==> src/hdl/lsfe_pkg.sv <==
// Package for the LED strip frame store and emitter.
// Holds the stream field layout, the command codes and the shared command type.
// No dependencies.
package lsfe_pkg;

    localparam int KIND_W      = 3;
    localparam int IDX_IN_W    = 4;
    localparam int BRIGHT_W    = 5;
    localparam int COLOR_W     = 8;
    localparam int IN_TDATA_W  = 40;
    localparam int OUT_TDATA_W = 32;

    localparam int KIND_LSB   = 0;
    localparam int IDX_LSB    = KIND_LSB + KIND_W;
    localparam int BRIGHT_LSB = IDX_LSB + IDX_IN_W;
    localparam int RED_LSB    = BRIGHT_LSB + BRIGHT_W;
    localparam int GREEN_LSB  = RED_LSB + COLOR_W;
    localparam int BLUE_LSB   = GREEN_LSB + COLOR_W;

    localparam logic [KIND_W-1:0] KIND_SET_ONE = 3'd0;
    localparam logic [KIND_W-1:0] KIND_SET_ALL = 3'd1;
    localparam logic [KIND_W-1:0] KIND_RAISE   = 3'd2;
    localparam logic [KIND_W-1:0] KIND_LOWER   = 3'd3;
    localparam logic [KIND_W-1:0] KIND_EMIT    = 3'd4;

    localparam logic [7:0]         LED_WORD_MARK = 8'hE0;
    localparam logic [COLOR_W-1:0] COLOR_MAX     = 8'hFF;

    typedef enum logic [2:0] {
        OP_SET_ONE = 3'd0,
        OP_SET_ALL = 3'd1,
        OP_RAISE   = 3'd2,
        OP_LOWER   = 3'd3,
        OP_EMIT    = 3'd4
    } op_t;

    typedef struct packed {
        op_t                 op;
        logic [IDX_IN_W-1:0] led_index;
        logic [BRIGHT_W-1:0] bright;
        logic [COLOR_W-1:0]  red;
        logic [COLOR_W-1:0]  green;
        logic [COLOR_W-1:0]  blue;
    } cmd_t;

    typedef struct packed {
        logic [BRIGHT_W-1:0] bright;
        logic [COLOR_W-1:0]  red;
        logic [COLOR_W-1:0]  green;
        logic [COLOR_W-1:0]  blue;
    } entry_t;

endpackage

==> src/hdl/lsfe_front.sv <==
// Command front end: accepts stream commands, drops meaningless ones and queues the rest.
// Depends on lsfe_pkg.
module lsfe_front
    import lsfe_pkg::*;
#(
    parameter int LED_COUNT = 16
) (
    input  logic                  clk,
    input  logic                  rst_n,
    input  logic                  s_tvalid,
    output logic                  s_tready,
    // kind, led_index, bright_level, red_value, green_value, blue_value, zero pad
    input  logic [IN_TDATA_W-1:0] s_tdata,
    output logic                  q_valid,
    input  logic                  q_ready,
    output cmd_t                  q_cmd
);

    localparam int DEPTH = 2;

    cmd_t              slot_reg [DEPTH];
    logic              wr_ptr_reg, wr_ptr_next;
    logic              rd_ptr_reg, rd_ptr_next;
    logic [1:0]        count_reg, count_next;

    logic [KIND_W-1:0]   in_kind;
    logic [IDX_IN_W-1:0] in_idx;
    cmd_t                in_cmd;
    logic                keep;
    logic                push;
    logic                pop;

    assign in_kind = s_tdata[KIND_LSB +: KIND_W];
    assign in_idx  = s_tdata[IDX_LSB +: IDX_IN_W];

    always_comb
    begin
        in_cmd.led_index = in_idx;
        in_cmd.bright    = s_tdata[BRIGHT_LSB +: BRIGHT_W];
        in_cmd.red       = s_tdata[RED_LSB +: COLOR_W];
        in_cmd.green     = s_tdata[GREEN_LSB +: COLOR_W];
        in_cmd.blue      = s_tdata[BLUE_LSB +: COLOR_W];
        keep             = 1'b1;
        case (in_kind)
            KIND_SET_ONE:
            begin
                in_cmd.op = OP_SET_ONE;
                keep      = (32'(in_idx) < LED_COUNT);
            end
            KIND_SET_ALL: in_cmd.op = OP_SET_ALL;
            KIND_RAISE:   in_cmd.op = OP_RAISE;
            KIND_LOWER:   in_cmd.op = OP_LOWER;
            KIND_EMIT:    in_cmd.op = OP_EMIT;
            default:
            begin
                in_cmd.op = OP_EMIT;
                keep      = 1'b0;
            end
        endcase
    end

    assign s_tready = (count_reg != 2'(DEPTH));
    assign q_valid  = (count_reg != 2'd0);
    assign q_cmd    = slot_reg[rd_ptr_reg];
    assign push     = s_tvalid && s_tready && keep;
    assign pop      = q_valid && q_ready;

    always_comb
    begin
        wr_ptr_next = push ? ~wr_ptr_reg : wr_ptr_reg;
        rd_ptr_next = pop ? ~rd_ptr_reg : rd_ptr_reg;
        case ({push, pop})
            2'b10:   count_next = count_reg + 2'd1;
            2'b01:   count_next = count_reg - 2'd1;
            default: count_next = count_reg;
        endcase
    end

    always_ff @(posedge clk or negedge rst_n)
    begin
        if (!rst_n)
        begin
            wr_ptr_reg <= 1'b0;
            rd_ptr_reg <= 1'b0;
            count_reg  <= 2'd0;
        end
        else
        begin
            wr_ptr_reg <= wr_ptr_next;
            rd_ptr_reg <= rd_ptr_next;
            count_reg  <= count_next;
        end
    end

    always_ff @(posedge clk)
    begin
        if (push)
        begin
            slot_reg[wr_ptr_reg] <= in_cmd;
        end
    end

    assert property (@(posedge clk) disable iff (!rst_n) count_reg <= 2'(DEPTH))
        else $error("Command queue count exceeds its depth.");
    assert property (@(posedge clk) disable iff (!rst_n)
        (count_reg == 2'(DEPTH)) |-> (wr_ptr_reg == rd_ptr_reg))
        else $error("Full command queue has mismatched pointers.");
    assert property (@(posedge clk) disable iff (!rst_n)
        (count_reg == 2'd0) |-> (wr_ptr_reg == rd_ptr_reg))
        else $error("Empty command queue has mismatched pointers.");

endmodule

==> src/hdl/lsfe_back.sv <==
// Command back end: LED table memory, sequencer for bulk updates and frame output register.
// Depends on lsfe_pkg.
module lsfe_back
    import lsfe_pkg::*;
#(
    parameter int LED_COUNT = 16
) (
    input  logic                   clk,
    input  logic                   rst_n,
    input  logic                   q_valid,
    output logic                   q_ready,
    input  cmd_t                   q_cmd,
    output logic                   m_tvalid,
    input  logic                   m_tready,
    // frame_word
    output logic [OUT_TDATA_W-1:0] m_tdata,
    output logic                   m_tlast
);

    localparam int IDX_W = (LED_COUNT > 2) ? $clog2(LED_COUNT) : 1;
    localparam logic [IDX_W-1:0] LAST_ADDR = IDX_W'(LED_COUNT - 1);

    typedef enum logic [5:0] {
        ST_IDLE      = 6'b000001,
        ST_FILL      = 6'b000010,
        ST_ADJUST    = 6'b000100,
        ST_EMIT_HEAD = 6'b001000,
        ST_EMIT_BODY = 6'b010000,
        ST_EMIT_TAIL = 6'b100000
    } state_t;

    function automatic logic [COLOR_W-1:0] sat_add(input logic [COLOR_W-1:0] v,
                                                   input logic [COLOR_W-1:0] d);
        logic [COLOR_W:0] s;
        s = {1'b0, v} + {1'b0, d};
        return s[COLOR_W] ? COLOR_MAX : s[COLOR_W-1:0];
    endfunction

    function automatic logic [COLOR_W-1:0] sat_sub(input logic [COLOR_W-1:0] v,
                                                   input logic [COLOR_W-1:0] d);
        return (v > d) ? (v - d) : '0;
    endfunction

    state_t            state_reg, state_next;
    cmd_t              cmd_reg, cmd_next;
    logic [IDX_W-1:0]  addr_reg, addr_next;
    logic              rd_more_reg, rd_more_next;
    logic              wr_pend_reg, wr_pend_next;
    logic [IDX_W-1:0]  wr_addr_reg, wr_addr_next;

    entry_t            mem [LED_COUNT];
    logic [LED_COUNT-1:0] valid_reg;
    entry_t            rdata_reg;
    logic              rvalid_reg;

    logic              mem_we;
    logic [IDX_W-1:0]  mem_waddr;
    entry_t            mem_wdata;
    logic              mem_re;
    logic [IDX_W-1:0]  mem_raddr;

    logic                   out_valid_reg;
    logic [OUT_TDATA_W-1:0] out_data_reg;
    logic                   out_last_reg;
    logic                   can_load;
    logic                   out_load;
    logic [OUT_TDATA_W-1:0] load_data;
    logic                   load_last;

    entry_t                 read_entry;
    entry_t                 adj_entry;
    entry_t                 fill_entry;
    logic [OUT_TDATA_W-1:0] led_word;

    assign can_load   = !out_valid_reg || m_tready;
    assign read_entry = rvalid_reg ? rdata_reg : '0;
    assign led_word   = {LED_WORD_MARK | {3'b000, read_entry.bright},
                         read_entry.blue, read_entry.green, read_entry.red};

    always_comb
    begin
        fill_entry.bright = cmd_reg.bright;
        fill_entry.red    = cmd_reg.red;
        fill_entry.green  = cmd_reg.green;
        fill_entry.blue   = cmd_reg.blue;
        adj_entry.bright  = read_entry.bright;
        if (cmd_reg.op == OP_RAISE)
        begin
            adj_entry.red   = sat_add(read_entry.red, cmd_reg.red);
            adj_entry.green = sat_add(read_entry.green, cmd_reg.green);
            adj_entry.blue  = sat_add(read_entry.blue, cmd_reg.blue);
        end
        else
        begin
            adj_entry.red   = sat_sub(read_entry.red, cmd_reg.red);
            adj_entry.green = sat_sub(read_entry.green, cmd_reg.green);
            adj_entry.blue  = sat_sub(read_entry.blue, cmd_reg.blue);
        end
    end

    always_comb
    begin
        state_next   = state_reg;
        cmd_next     = cmd_reg;
        addr_next    = addr_reg;
        rd_more_next = rd_more_reg;
        wr_pend_next = wr_pend_reg;
        wr_addr_next = wr_addr_reg;
        q_ready      = 1'b0;
        mem_we       = 1'b0;
        mem_waddr    = addr_reg;
        mem_wdata    = fill_entry;
        mem_re       = 1'b0;
        mem_raddr    = addr_reg;
        out_load     = 1'b0;
        load_data    = '0;
        load_last    = 1'b0;
        case (state_reg)
            ST_IDLE:
            begin
                q_ready = 1'b1;
                if (q_valid)
                begin
                    cmd_next = q_cmd;
                    case (q_cmd.op)
                        OP_SET_ONE:
                        begin
                            mem_we           = 1'b1;
                            mem_waddr        = IDX_W'(q_cmd.led_index);
                            mem_wdata.bright = q_cmd.bright;
                            mem_wdata.red    = q_cmd.red;
                            mem_wdata.green  = q_cmd.green;
                            mem_wdata.blue   = q_cmd.blue;
                        end
                        OP_SET_ALL:
                        begin
                            addr_next  = IDX_W'(1);
                            state_next = ST_FILL;
                        end
                        OP_RAISE, OP_LOWER:
                        begin
                            addr_next    = IDX_W'(1);
                            rd_more_next = 1'b1;
                            wr_pend_next = 1'b0;
                            state_next   = ST_ADJUST;
                        end
                        OP_EMIT:
                        begin
                            addr_next  = '0;
                            state_next = ST_EMIT_HEAD;
                        end
                        default:
                        begin
                            state_next = ST_IDLE;
                        end
                    endcase
                end
            end
            ST_FILL:
            begin
                mem_we = 1'b1;
                if (addr_reg == LAST_ADDR)
                begin
                    state_next = ST_IDLE;
                end
                else
                begin
                    addr_next = addr_reg + IDX_W'(1);
                end
            end
            ST_ADJUST:
            begin
                if (wr_pend_reg)
                begin
                    mem_we    = 1'b1;
                    mem_waddr = wr_addr_reg;
                    mem_wdata = adj_entry;
                end
                if (rd_more_reg)
                begin
                    mem_re       = 1'b1;
                    wr_pend_next = 1'b1;
                    wr_addr_next = addr_reg;
                    if (addr_reg == LAST_ADDR)
                    begin
                        rd_more_next = 1'b0;
                    end
                    else
                    begin
                        addr_next = addr_reg + IDX_W'(1);
                    end
                end
                else
                begin
                    wr_pend_next = 1'b0;
                    state_next   = ST_IDLE;
                end
            end
            ST_EMIT_HEAD:
            begin
                if (can_load)
                begin
                    out_load     = 1'b1;
                    mem_re       = 1'b1;
                    addr_next    = IDX_W'(1);
                    rd_more_next = 1'b1;
                    state_next   = ST_EMIT_BODY;
                end
            end
            ST_EMIT_BODY:
            begin
                if (can_load)
                begin
                    out_load  = 1'b1;
                    load_data = led_word;
                    if (rd_more_reg)
                    begin
                        mem_re = 1'b1;
                        if (addr_reg == LAST_ADDR)
                        begin
                            rd_more_next = 1'b0;
                        end
                        else
                        begin
                            addr_next = addr_reg + IDX_W'(1);
                        end
                    end
                    else
                    begin
                        state_next = ST_EMIT_TAIL;
                    end
                end
            end
            ST_EMIT_TAIL:
            begin
                if (can_load)
                begin
                    out_load   = 1'b1;
                    load_last  = 1'b1;
                    state_next = ST_IDLE;
                end
            end
            default:
            begin
                state_next = ST_IDLE;
            end
        endcase
    end

    always_ff @(posedge clk or negedge rst_n)
    begin
        if (!rst_n)
        begin
            state_reg     <= ST_IDLE;
            addr_reg      <= '0;
            rd_more_reg   <= 1'b0;
            wr_pend_reg   <= 1'b0;
            wr_addr_reg   <= '0;
            out_valid_reg <= 1'b0;
        end
        else
        begin
            state_reg   <= state_next;
            addr_reg    <= addr_next;
            rd_more_reg <= rd_more_next;
            wr_pend_reg <= wr_pend_next;
            wr_addr_reg <= wr_addr_next;
            if (out_load)
            begin
                out_valid_reg <= 1'b1;
            end
            else if (m_tready)
            begin
                out_valid_reg <= 1'b0;
            end
        end
    end

    always_ff @(posedge clk)
    begin
        cmd_reg <= cmd_next;
        if (out_load)
        begin
            out_data_reg <= load_data;
            out_last_reg <= load_last;
        end
    end

    always_ff @(posedge clk or negedge rst_n)
    begin
        if (!rst_n)
        begin
            valid_reg  <= '0;
            rvalid_reg <= 1'b0;
        end
        else
        begin
            if (mem_we)
            begin
                valid_reg[mem_waddr] <= 1'b1;
            end
            if (mem_re)
            begin
                rvalid_reg <= valid_reg[mem_raddr];
            end
        end
    end

    always_ff @(posedge clk)
    begin
        if (mem_we)
        begin
            mem[mem_waddr] <= mem_wdata;
        end
        if (mem_re)
        begin
            rdata_reg <= mem[mem_raddr];
        end
    end

    assign m_tvalid = out_valid_reg;
    assign m_tdata  = out_data_reg;
    assign m_tlast  = out_last_reg;

    assert property (@(posedge clk) disable iff (!rst_n)
        (mem_we && mem_re) |-> (mem_waddr != mem_raddr))
        else $error("Table read and write collide on one entry.");
    assert property (@(posedge clk) disable iff (!rst_n)
        mem_we |-> (32'(mem_waddr) < LED_COUNT))
        else $error("Table write beyond the last LED.");
    assert property (@(posedge clk) disable iff (!rst_n)
        (out_valid_reg && out_last_reg) |-> (out_data_reg == '0))
        else $error("Final frame word is not the zero end word.");
    assert property (@(posedge clk) disable iff (!rst_n)
        ((state_reg == ST_ADJUST) && !rd_more_reg) |-> wr_pend_reg)
        else $error("Adjust pass ends without its final write-back.");

endmodule

==> src/hdl/led_strip_frame_store_emitter_top.sv <==
// Top level of the LED strip frame store and emitter.
// Depends on lsfe_pkg, lsfe_front and lsfe_back.
//
// Commands enter on the s_axis channel, one per transfer: set one LED, set all LEDs
// except LED 0, raise or lower the colors of all LEDs except LED 0 with saturation, or
// emit a frame. Unknown kinds and set-one commands past the last LED are dropped.
// Frame words leave on the m_axis channel: a zero start word, one word per LED with
// 0xE0 or brightness in the top byte followed by blue, green and red, and a zero end
// word marked by m_axis_tlast.
// A two-entry command queue separates the input from the table sequencer, so commands
// keep being accepted while a frame is still draining.
// Set one writes its single entry; set all and raise or lower walk the table one
// entry per cycle, raise and lower reading each entry and writing back the adjusted
// value through separate read and write ports. An emit puts a start word on m_axis,
// then one word per cycle while m_axis_tready is high, LED_COUNT + 2 in all, paced by
// the table read port and the output register.
// When the receiver holds m_axis_tready low, the current word stays on the port and the
// table walk pauses; the queue then fills and s_axis_tready drops.
// Reset clears every LED entry to zero, empties the queue and drops any partial frame.
module led_strip_frame_store_emitter_top
    import lsfe_pkg::*;
#(
    parameter int LED_COUNT = 16
) (
    input  logic                   clk,
    input  logic                   rst_n,
    input  logic                   s_axis_tvalid,
    output logic                   s_axis_tready,
    // kind, led_index, bright_level, red_value, green_value, blue_value, zero pad
    input  logic [IN_TDATA_W-1:0]  s_axis_tdata,
    output logic                   m_axis_tvalid,
    input  logic                   m_axis_tready,
    // frame_word
    output logic [OUT_TDATA_W-1:0] m_axis_tdata,
    output logic                   m_axis_tlast
);

    logic q_valid;
    logic q_ready;
    cmd_t q_cmd;

    lsfe_front #(
        .LED_COUNT(LED_COUNT)
    ) u_front (
        .clk     (clk),
        .rst_n   (rst_n),
        .s_tvalid(s_axis_tvalid),
        .s_tready(s_axis_tready),
        .s_tdata (s_axis_tdata),
        .q_valid (q_valid),
        .q_ready (q_ready),
        .q_cmd   (q_cmd)
    );

    lsfe_back #(
        .LED_COUNT(LED_COUNT)
    ) u_back (
        .clk     (clk),
        .rst_n   (rst_n),
        .q_valid (q_valid),
        .q_ready (q_ready),
        .q_cmd   (q_cmd),
        .m_tvalid(m_axis_tvalid),
        .m_tready(m_axis_tready),
        .m_tdata (m_axis_tdata),
        .m_tlast (m_axis_tlast)
    );

endmodule
==> config.mk <==
export PLATFORM = sky130hd
export DESIGN_NAME = led_strip_frame_store_emitter_top
export DESIGN_NICKNAME = d
export VERILOG_FILES = /design/src/hdl/lsfe_pkg.sv /design/src/hdl/lsfe_front.sv /design/src/hdl/lsfe_back.sv /design/src/hdl/led_strip_frame_store_emitter_top.sv
export SDC_FILE = /design/constraint.sdc
export NUM_CORES = 1
export LEC_CHECK = 0
export ABC_AREA = 1
export CORE_AREA = 3 3 245 247
export CTS_CLUSTER_DIAMETER = 40
export DETAILED_ROUTE_END_ITERATION = 16
export DIE_AREA = 0 0 248 250
export DONT_BUFFER_PORTS = 1
export GPL_ROUTABILITY_DRIVEN = 0
export GPL_TIMING_DRIVEN = 0
export PLACE_DENSITY = 0.75
export SYNTH_ARGS = -nofsm -noshare
export SYNTH_HDL_FRONTEND = slang
export SYNTH_SLANG_ARGS = --single-unit
==> constraint.sdc <==
create_clock -name clk -period 4.5 [get_ports clk]
set_input_delay 0 -clock clk [delete_from_list [all_inputs] [get_ports clk]]
set_output_delay 0 -clock clk [all_outputs]
set_load 0.03 [all_outputs]
---- Word-level counts from Yosys, hierarchy flattened ----
Memory sizes are Yosys's and may differ from the RTL's. A register that Yosys moved wholly into a read port is not among the register bits.
Cells that the tools add are included.
Widths: inputs -> output; s select.
storage, ports and cells
  output and inout bits ................... 35
  bits in read-only memories .............. 0
  latch bits .............................. 0
  word-level logic and storage cells ...... 159
  RAM bits ................................ 536
  bits in registers ....................... 103
  input bits .............................. 44
  memories kept ........................... 2
operators by class
  shift-type cells ........................ 0
  add/sub/neg operators ................... 9
  divide/modulo/power cells ............... 0
  reduce and logical (&&, ||, !) cells .... 25
  $mul .................................... 0
  magnitude comparators ................... 6
  eq/ne operators ......................... 29
  multiplexer cells ....................... 66
  bitwise gates (word level) .............. 3
memory list
  name              depth  width  rd ports  clocked after Yosys merged registers in  wr ports  line              RTL
  u_back.mem        16     29     1         1                                        1         lsfe_back.sv:51   entry_t mem [LED_COUNT];
  u_front.slot_reg  2      36     1         0                                        1         lsfe_front.sv:21  cmd_t slot_reg [DEPTH];
operators by type and width
  cell                count
  $mux 29             4
  $pmux 29 s2         1
  $mux 8              6
  $mux 6              7
  $pmux 6 s6          1
  $mux 32             1
  $mux 4              8
  $add 8x8->9         3
  $mux 1              25
  $gt 8x8->1          3
  $mux 24             1
  $pmux 6 s4          1
  $sub 8x8->8         3
  $pmux 4 s5          1
  $or 16x16->16       1
  $pmux 4 s2          2
  $eq 3x2->1 const B  5
  $ne 2x2->1 const B  6
  $pmux 3 s4          1
  $lt 4x5->1 const B  2
  $reduce_and 5->1    2
  $ne 2x1->1 const B  4
  $reduce_and 8->1    1
  $reduce_bool 2->1   4
  34 further kinds    45

---- Longest topological paths before layout ----
An unclocked memory read counts as a cell.
  depth in word-level cells ............... 10
  mapped depth ............................ 15
  gate-level depth less buffers ........... 14

---- Hierarchy ----
Synthesis repeated with hierarchy kept, for this count alone.
second synthesis, totals
  cells, all modules ...................... 2541
  area, all modules ....................... 29007.8 µm²
modules (own cells, without submodules)
  module      seq. area each (µm²)  times used  cells each  area each (µm²)
  lsfe_back   17548.1               1           2318        26110.0
  lsfe_front  2262.2                1           223         2897.8

---- Least setup slack after synthesis ----
Ideal clock, no wire load.
  path type ............................... register to register
  from .................................... register u_back.state_reg[0]
  to ...................................... memory u_back.mem[12][0] in the netlist's numbering (enable)
  period minus slack after synthesis ...... 3.940 ns
  path buffers ............................ 0
  arrival time ............................ 3.556 ns
  slack ................................... 0.560 ns
  required time ........................... 4.116 ns
  setup time .............................. 0.384 ns
  stages on the path, launching flop included .. 13
  path through ............................ dfstp_2 > inv_1 > nor2_1 > nand3_2 > nor2_1 > nand3_1 > nand2_1 > inv_1 > nand2_1 > nand2_1 > inv_2 > nand2_1 > inv_1
between the ends
  cells in the longest elaborated chain, start to end .. 4
  elaborated cells between the ends (all ways) .. 7
  those cells by class .................... 3 x eq/ne; 4 x mux
ends and longest elaborated chain
  what                                      line              RTL
  from (decl)                               lsfe_back.sv:44   state_t state_reg, state_next;
  from (signal assigned)                    lsfe_back.sv:263  state_reg <= state_next;
  $eq 6x3->1, or another cell as far along  lsfe_back.sv:118  case (state_reg)
  $pmux 1 s3                                lsfe_back.sv:118
  $mux 1                                    lsfe_back.sv:311  if (mem_we)
  $mux 1 (not written as such)              lsfe_back.sv:313  mem[mem_waddr] <= mem_wdata;
  to (decl)                                 lsfe_back.sv:51
Several ways; a longest one is shown, not always the timed one.

==> results.ini <==
[synth]
synth_edf_count = 628
netlist_area_mm2 = 0.02886
synth_top_area_share_pct = 65.34
synth_area_leaders = edfxtp_1, nand2_1, o21ai_0, dfrtp_1, nand3_1
synth_seq_cells = 666
ys.flop_type = edfxtp_1
yosys_warnings = 0
synth_cell_types = 45
ys_seq_area_share_pct = 68.64
async_reset_ff_share_pct = 5.706
syn_inst = 2494
syn_avg_cell_area_um2 = 11.57
syn-num-nets = 2597
yosys.area.top_type = edfxtp_1

[grt]
grtUsageTotal_pct = 27.03
grt_max_degree = 38
grt_overflow = 0
grt_pass1_vias = 20890
antenna_found_initial = 2
grt_pass1_wl_um = 125100

[setup_path]
crit_type = reg -> reg
reg2reg_to = u_back.mem[6][22]$_DFFE_PP_
required_ns = 4.81
rrSetupSlack_ns = 0.55
crit_chain = clkbuf_1 -> nand2_1 -> ha_1 -> fa_1 -> o21ai_0 -> nand2_1 -> nand3_1 -> o21ai_0 -> a21oi_1 -> nand3_1 -> nand2_1
r2r_cells = 11
timing.rr.start = u_back.rvalid_reg$_DFFE_PN0P_
critPathCaptureType = register
cp_max_fo = 16
critPathLaunchType = register
cpPeakStageDelay_ns = 0.59
cpMostUsedCell = nand2_1
critical-path-top-delay-family = simple AND/OR/NAND/NOR gates
crit_buf_inv = 1
arrival_ns = 4.26
cp_slowest_cell = nand2_1

[floorplan]
initial_utilization_pct = 49.93
num_rows = 88
die_h_um = 250
core-area_mm2 = 0.05781
dieWidth_um = 248
io_pins = 79
die_area_mm2 = 0.06200

[cts]
cts_tree = done
clk_latency_ns = 0.64
numCtsBuffers = 80
clock_sinks = 666
clk_pin_slew_ns = 0.06
post_cts_resize_count = 0
clockBufferDepth = 3
htreeDepth = 3
cts-root-buf = clkbuf_16

[placed_design]
dp_slack_ns = 0.7000
hpwl_um = 54510
port_buffers = 0

[layout]
final_nets = 2728
final_common_cell = edfxtp_1
final_core_util_pct = 57.62
num_antenna_cells = 0
area_growth_pct = 15.40
largest_register_ffs = 464
drive_above_1_share_pct = 9.287
final_cell_mix = edfxtp_1, nand2_1, o21ai_0

[sta]
rsz0062_at_grt = no
period_share_pct = 87.75
slew_headroom_pct = 6.217
hold_ws_ns = 0.04156
worstMarginPinSlew_ns = 1.407
tns_ns = 0
layout_setup_ws_ns = 0.5513
hold_viol_final = 0
fin_skew_ns = 0.04470
setup_viol = 0
fmax_ghz = 0.2532
period_minus_slack_ns = 3.949
drv_slew = 0

[hold_path]
hold_end = u_front.slot_reg[0][23]$_DFFE_PP_
hold_start = s_axis_tdata[19]
hold_path_class = in -> reg
hold_depth = 1

[routing]
ant_nets = 0
drt_first_pass_iters = 6
wl_um = 84130
drc = 0
via_per_inst = 6.166
vias = 21320
drtIter0Drc = 3270
wl_per_cell_um = 24.34

[outcome]
outcome = finished, final reports clean

[pwr]
p_leak_nw = 12.40
vdd_drop_max_v = 0.0005531
powerDensity_mw_per_mm2 = 772.6

[job]
maxCapViolations = 0

[worst max-delay path by stage]
stage / end / start / cells past startpoint / slack (ns)
floorplan: u_back.mem[12][0]$_DFFE_PP_ / u_back.state_reg[0]$_DFFE_PN1P_ / 12 / 0.56
global route: u_back.mem[9][14]$_DFFE_PP_ / u_back.rvalid_reg$_DFFE_PN0P_ / 11 / 0.24
finish: u_back.mem[6][22]$_DFFE_PP_ / u_back.rvalid_reg$_DFFE_PN0P_ / 11 / 0.55
CTS: u_back.mem[9][14]$_DFFE_PP_ / u_back.rvalid_reg$_DFFE_PN0P_ / 11 / 0.65
detailed placement: u_back.mem[15][10]$_DFFE_PP_ / u_back.state_reg[0]$_DFFE_PN1P_ / 12 / 0.70
global placement: u_back.mem[15][6]$_DFFE_PP_ / u_back.state_reg[0]$_DFFE_PN1P_ / 12 / -1.21
[metrics by stage]
stage,power (W),cells,instance area (um2)
detailed placement,0.01841,3264,29930
global route,0.02670,3457,33310
floorplan,0.01483,2494,28860
CTS,0.02538,3456,33270
global placement,0.01795,3259,29820
finish,0.02573,3457,33310
[layout make-up]
cell class / instances / area [um2]
repair buffers: 49 / 549.3
multi-input cells: 1527 / 7914
well taps: 765 / 957.2
flip-flops and latches: 666 / 19810
plain buffers: 127 / 530.5
clock buffers: 90 / 2092
fillers: 4362 / 24500
clock inverters: 59 / 800.8
inverters: 174 / 653.1
[cell families (layout without fill, tap and decap cells)]
kind of cell | after synthesis | after routing | share of synthesized area, %
XOR/XNOR | 23 | 23 | 0.6980
adder cells (fa/ha/maj) | 59 | 59 | 2.714
AND/OR/NAND/NOR | 945 | 945 | 13.79
flip-flops | 666 | 666 | 68.64
AO/OA/AOI/OAI | 493 | 493 | 9.811
buffers and inverters | 301 | 499 | 4.101
multiplexers | 7 | 7 | 0.2428
[routing by layer]
metal	global-route usage (%)	part of all wire [%]	up-vias
met5	0	0.030	-
met4	15.49	6.1	4
met3	7.145	12	333
met2	42.52	46	1583
met1	33.79	35	10230
li1	-	-	9171
[synthesized netlist by cell type, types with 7 or more instances]
library cell    n
inv_1         168
o21ai_0       230
o22ai_1        33
nand2_1       498
o221a_2         9
o221ai_1       22
nand3_1       164
dfrtp_1        37
nor2_2          9
a21oi_1       138
o21ai_1         8
ha_1           53
buf_2          31
nand4_1        36
a221oi_1       32
edfxtp_1      628
xor2_1         21
buf_1          14
nor2_1        210
clkbuf_1       78
mux2i_1         7
[repair_timing]
action                                  CTS  global route
endpoints found under the setup margin    0             0
hold buffers                             43             0
buffers inserted                          0             0
hold endpoints to repair                126             0
[worst reg2reg max path: cells and delay by family, from the launching register on]
kind	cells	cell delay, ns
adders and majority gates	2	0.73
AOI/OAI and AO/OA	3	0.94
buffers and inverters	1	0.44
and+or+nand+nor	5	1.16
DFF	1	0.36
[where the power goes]
group	switching, W	internal (W)	leakage (nW)
logic	0.00722	0.00204	4.78
clock network	0.00272	0.00424	1.41
registers	0.000372	0.00915	6.22
total	0.0103	0.0154	12.4
No activity file was read; power rests on OpenSTA's default activity.
